### config.mk
export PLATFORM = sky130hd
export DESIGN_NAME = fxalu_div_stage
export DESIGN_NICKNAME = d
export VERILOG_FILES = /design/src/hdl/fxalu_pkg.sv /design/src/hdl/fxalu_div_stage.sv
export SDC_FILE = /design/constraint.sdc
export NUM_CORES = 1
export LEC_CHECK = 0
export ABC_AREA = 1
export BUFFER_PORTS_ARGS = -buffer_cell sky130_fd_sc_hd__buf_2
export CORE_UTILIZATION = 30
export CTS_BUF_LIST = sky130_fd_sc_hd__clkbuf_16
export DETAILED_ROUTE_END_ITERATION = 8
export MAX_ROUTING_LAYER = met4
export PLACE_DENSITY = 0.64
export SLEW_MARGIN = 20
export SYNTH_ARGS = -nofsm -noshare
export SYNTH_HDL_FRONTEND = slang
export SYNTH_SLANG_ARGS = --single-unit
### constraint.sdc
create_clock -name clk -period 2.9 [get_ports clk]
set_input_delay 0.725 -clock clk [delete_from_list [all_inputs] [get_ports clk]]
set_output_delay 0.725 -clock clk [all_outputs]
set_load 0.02 [all_outputs]
### src/hdl/fxalu_pkg.sv
// shared types and constants of the q24.8 fixed-point alu
`default_nettype none

package fxalu_pkg;

  localparam int WORD_W            = 32;
  localparam int FRAC_BITS_DEFAULT = 8;
  localparam int OP_W              = 3;
  localparam int FLAG_W            = 4;

  typedef enum logic [OP_W-1:0] {
    OP_ADD = 3'd0,
    OP_SUB = 3'd1,
    OP_MUL = 3'd2,
    OP_DIV = 3'd3,
    OP_MIN = 3'd4,
    OP_MAX = 3'd5
  } fxalu_op_t;

  // per-item control that rides alongside the divider stages
  typedef struct packed {
    fxalu_op_t         op;
    logic              gt;
    logic              lt;
    logic              eq;
    logic              dz;
    logic              qneg;
    logic [WORD_W-1:0] alt;
  } fxalu_ctl_t;

endpackage

`default_nettype wire

### src/hdl/fxalu_div_stage.sv
// one registered restoring-division step producing a single quotient bit
`default_nettype none

module fxalu_div_stage #(
  parameter int DIV_W = fxalu_pkg::WORD_W + fxalu_pkg::FRAC_BITS_DEFAULT
) (
  input  wire                          clk,
  input  wire                          rst_n,
  input  wire                          load,
  input  wire                          vld_i,
  input  wire fxalu_pkg::fxalu_ctl_t   ctl_i,
  input  wire [fxalu_pkg::WORD_W-1:0]  rem_i,
  input  wire [DIV_W-1:0]              work_i,
  input  wire [fxalu_pkg::WORD_W-1:0]  dvs_i,
  output logic                         vld_o,
  output fxalu_pkg::fxalu_ctl_t        ctl_o,
  output logic [fxalu_pkg::WORD_W-1:0] rem_o,
  output logic [DIV_W-1:0]             work_o,
  output logic [fxalu_pkg::WORD_W-1:0] dvs_o
);

  localparam int W = fxalu_pkg::WORD_W;

  logic                  vld_r;
  fxalu_pkg::fxalu_ctl_t ctl_r;
  logic [W-1:0]          rem_r, rem_nxt;
  logic [DIV_W-1:0]      work_r, work_nxt;
  logic [W-1:0]          dvs_r;
  logic [W:0]            trial;
  logic [W:0]            diff;
  logic                  q_bit;

  always_comb begin
    trial    = {rem_i, work_i[DIV_W-1]};
    diff     = trial - {1'b0, dvs_i};
    // no borrow means the divisor fits
    q_bit    = ~diff[W];
    rem_nxt  = q_bit ? diff[W-1:0] : trial[W-1:0];
    work_nxt = {work_i[DIV_W-2:0], q_bit};
  end

  always_ff @(posedge clk) begin
    if (!rst_n) begin
      vld_r <= 1'b0;
    end else if (load) begin
      vld_r <= vld_i;
    end
  end

  always_ff @(posedge clk) begin
    if (load) begin
      ctl_r  <= ctl_i;
      rem_r  <= rem_nxt;
      work_r <= work_nxt;
      dvs_r  <= dvs_i;
    end
  end

  assign vld_o  = vld_r;
  assign ctl_o  = ctl_r;
  assign rem_o  = rem_r;
  assign work_o = work_r;
  assign dvs_o  = dvs_r;

endmodule

`default_nettype wire

[Yosys cells after proc, flatten, opt, wreduce, memory -nomap -nowiden]
Index checks and enable logic that the tools add are counted.
Storage, ports and cells
  flip-flop bits (word level): 145
  bits in latches: 0
  memory bits (writable): 0
  memory bits (read-only): 0
  memories: 0
Operators by class
  add/sub/neg operators: 1
  multipliers: 0
  div/mod/pow operators: 0
  $lt $le $gt $ge: 0
  equality and inequality tests: 0
  shift-type cells: 0
  mux-type cells: 1
  bitwise gates (word level): 1
  reductions and logical operators: 0
Operators by type and width (count)
  $sub 33x32->33: 1
  $mux 32: 1
  $not 1->1: 1

[Logic depth before layout (Yosys ltp)]
  word-level depth: 2
  depth in mapped cells: 17
  gate-level depth less buffers: 16

[Least setup slack after synthesis]
No wires, ideal clock.
  kind: input -> register
  start: input port work_i[39]
  end: register rem_r[13], in the netlist rem_o[13], data pin
  arrival time: 2327 ps
  required time: 2648 ps
  path slack: 321 ps
  stages: 16
  cells stage by stage: inv_1 > ha_1 > fa_1 > inv_1 > nand2_1 > nand2_1 > nand3_1 > nand2_2 > nand2_2 > nand2_2 > nand2_4 > nand3_2 > nand2_8 > buf_12 > nand2_1 > nand2_1
Between the ends
  cells in the longest elaborated chain, start to end: 2
Ends and longest elaborated chain
  start, declared: RTL line fxalu_div_stage.sv:13  | input wire [DIV_W-1:0] work_i,
  $sub 33x32->33: RTL line fxalu_div_stage.sv:35  | diff = trial - {1'b0, dvs_i};
  $mux 32: RTL line fxalu_div_stage.sv:38  | rem_nxt = q_bit ? diff[W-1:0] : trial[W-1:0];
  net rem_nxt[13]: RTL line fxalu_div_stage.sv:26  | logic [W-1:0] rem_r, rem_nxt;
  end signal, assigned: RTL line fxalu_div_stage.sv:53  | rem_r <= rem_nxt;
  end, declared: RTL line fxalu_div_stage.sv:26
The timed path passes the listed nets, and every way through them passes these cells.
A chain may end at the register's enable or synchronous reset.

[Worst setup path in the final report]
  start: input port work_i[39]
  end: register rem_r[19], in the netlist rem_o[19], data pin
The elaborated chain is that of the path after synthesis.

==> run_results.csv <==
group,metric,value,unit
run_status,status,"finished clean",
setup_path,crit-reg2reg-launch,"vld_o$_SDFFE_PN0P_",
global_routing,gr-usage-met3,3.83,%
yosys,synth_async_sr_flop_share,0,%
yosys,yosys_warnings,0,
setup_path,endpoint,"rem_o[19]$_DFFE_PP_",
placement,dp_hpwl,17700,µm
yosys,postSynthAreaPerCell,9.18,µm²
route,dr.first_iter.drc_count,408,
yosys,syn-instance-count,831,
setup_path,cp_slowest_cell,"fa_1",
global_routing,use_met2,30.0,%
pwr,irDropWorstVdd,0.000294,V
setup_path,crit_type,"input port to flip-flop",
global_routing,gr-max-usage-layer,"met2",
floorplan,rows,58,
placement,gp_congestion,0.858,
cts,cts.sinks,145,
timing,skew,0,ns
setup_path,start_kind,"input port",
yosys,yosysMostFrequentCell,"nand2_1",
floorplan,core,25000,µm²
final_layout,nets,1329,
run,drv_cap,0,
route,wl,22000,µm
cts,cts_inserted_buffers,17,
cts,cts-root-buf,"clkbuf_16",
timing,rsz0062_at_grt,"false",
setup_path,ff2ff_setup_slack,2.24,ns
hold_path,holdPathStages,1,
final_layout,area_growth,32.9,%
global_routing,gr-total-overflow,0,
route,drc,0,
pwr,power.density,601,nW/µm²
yosys,seq_area_frac_synth,56.9,%
global_routing,grtUsageTotal,17.6,%
setup_path,reg2reg_to,"vld_o$_SDFFE_PN0P_",
global_routing,grt_max_degree,48,
yosys,syn-num-nets,1012,
timing,fmaxAchievable,0.408,GHz
cts,cts_resized,0,
global_routing,grt_pass1_vias,6401,
timing,setup_viol_count_final,0,
cts,cts_tree,"yes",
global_routing,antenna_found_initial,3,
yosys,yosys.area.top_type,"edfxtp_1",
timing,hold_violations,0,
floorplan,die_w,161,µm
route,routed_via_density,4.30,
setup_path,crit_chain,"buf_2, inv_1, ha_1, fa_1, inv_1, nand2_1, nand2_1, nand3_1, nand2_2, nand2_2, nand2_2, nand2_4, nand3_2, nand2_8, nand2_1, nand2_1",
yosys,ys_ff_latch,145,
cts,clk_pin_slew_worst_paths,0.07,ns
route,postRouteAntennaNets,0,
floorplan,ioPinCount,293,
cts,postCtsSetupRepairBufs,0,
yosys,ys_top_cells_by_count,"nand2_1 (315), inv_1 (154), edfxtp_1 (144)",
timing,min_period,2.45,ns
placement,port_buffers,292,
cts,htreeDepth,4,
route,wire_per_inst,14.8,µm
timing,relSlewSlack,70.7,%
timing,drv_slew,0,
cts,cts_hold_buf,0,
setup_path,max_stage_delay,0.41,ns
yosys,synthTopCellsByArea,"edfxtp_1 (57%), nand2_1 (15%), inv_1 (7.6%)",
yosys,yosysTopAreaCellShare,56.7,%
cts,ctsLongestPathBuffers,2,
yosys,synth_ff_type,"edfxtp_1",
hold_path,hold_class,"input port to flip-flop",
global_routing,gr-usage-met1,20.9,%
pwr,p_leak,5.24,nW
setup_path,worstPathRequired,3.07,ns
setup_path,end_kind,"flip-flop",
yosys,synth_edf_count,144,
final_layout,layout-drive-gt1-share,32.3,%
setup_path,crit_start,"work_i[39]",
floorplan,start_util,30.5,%
yosys,syn_area,7630,µm²
setup_path,cp_common_cell,"nand2_1",
yosys,ys_types,32,
timing,fin_tns_setup,0,ns
floorplan,die_height,161,µm
cts,clk_latency,0.41,ns
timing,worstMarginPinSlew,0.439,ns
timing,fin_crit_sh,84.5,%
route,firstDrtPassIters,5,
timing,hold_slack,0.469,ns
setup_path,r2r.worst_path.cells,2,
setup_path,path_max_fanout,33,
route,via_count,6428,
global_routing,grt_pass1_wl,33800,µm
setup_path,cp_data_arrival_time,2.63,ns
floorplan,design.die.area,26100,µm²
-- flip-flops by register name, indices dropped and copies added (netlist names) --
signal / count
ctl_o: 40
rem_o: 32
work_o: 40
dvs_o: 32
vld_o: 1
-- cells by family after synthesis --
logic type	count (synthesis)	synth area share, %
compound gates	34	2.66
xor+xnor	15	1.72
fa+ha+maj	33	5.51
buf+inv	166	8.92
flops	145	56.9
simple gates	438	24.3
-- cell usage in the layout, fill, tap and decap left out, drive strengths merged, types with 4 or more instances in the layout --
master  instances
a21oi          26
buf           304
nand3          31
and2            4
o21bai          7
nor2           39
edfxtp        144
clkbuf         17
nand2         345
clkinv          4
xor2           14
inv           169
ha             32
nor3            6
nand4           8
-- layer usage --
layer	wire (µm)	part of all wire, %	up-vias
li1	-	-	3261
met1	9460	43	2945
met2	10900	50	203
met3	1410	6.4	19
met4	248	1.1	0
met5	0	0	-
-- area by class of cell --
cell class,instances,area (µm²)
antenna,3,7.51
clock buffer,17,425
clock inverter,15,139
fill,2555,14900
inverter,160,601
multi-input combinational,520,2610
sequential,145,4340
tap,330,413
timing repair buffer,304,1610
-- power breakdown --
part	total [W]	switching, W	internal (W)
clock	0.00216	0.00102	0.00114
combinational	0.00136	0.000898	0.000460
sequential	0.00258	0.0000433	0.00254
total	0.00610	0.00196	0.00414
-- worst max-delay path: cells and delay by family --
kind / cells / cell delay (ns)
simple gates: 11 / 1.02
fa+ha+maj: 2 / 0.62
buf+inv: 3 / 0.26
-- metrics by stage --
stage                     cell area [µm²]  util, %  instances  setup slack [ns]  power, W
final                               10100     40.5       1494             0.449   0.00610
after global routing                10100     40.5       1494             0.272   0.00641
after CTS                           10100     40.5       1491             0.451   0.00619
after detailed placement             9570     38.2       1459           0.00129   0.00400
after global placement               9570     38.2       1459            0.0669   0.00399
after floorplan                      7630        -        831             0.321   0.00348
-- worst min path at each step --
stage                     slack (ns)                   end                from
after floorplan                 0.61    vld_o$_SDFFE_PN0P_  vld_o$_SDFFE_PN0P_
after CTS                       0.45   work_o[3]$_DFFE_PP_           work_i[2]
after detailed placement        0.56    vld_o$_SDFFE_PN0P_  vld_o$_SDFFE_PN0P_
final                           0.47   work_o[3]$_DFFE_PP_           work_i[2]
after global routing            0.45  work_o[39]$_DFFE_PP_          work_i[38]
after global placement          0.52    vld_o$_SDFFE_PN0P_  vld_o$_SDFFE_PN0P_
Power figures use the tool's default switching activity.
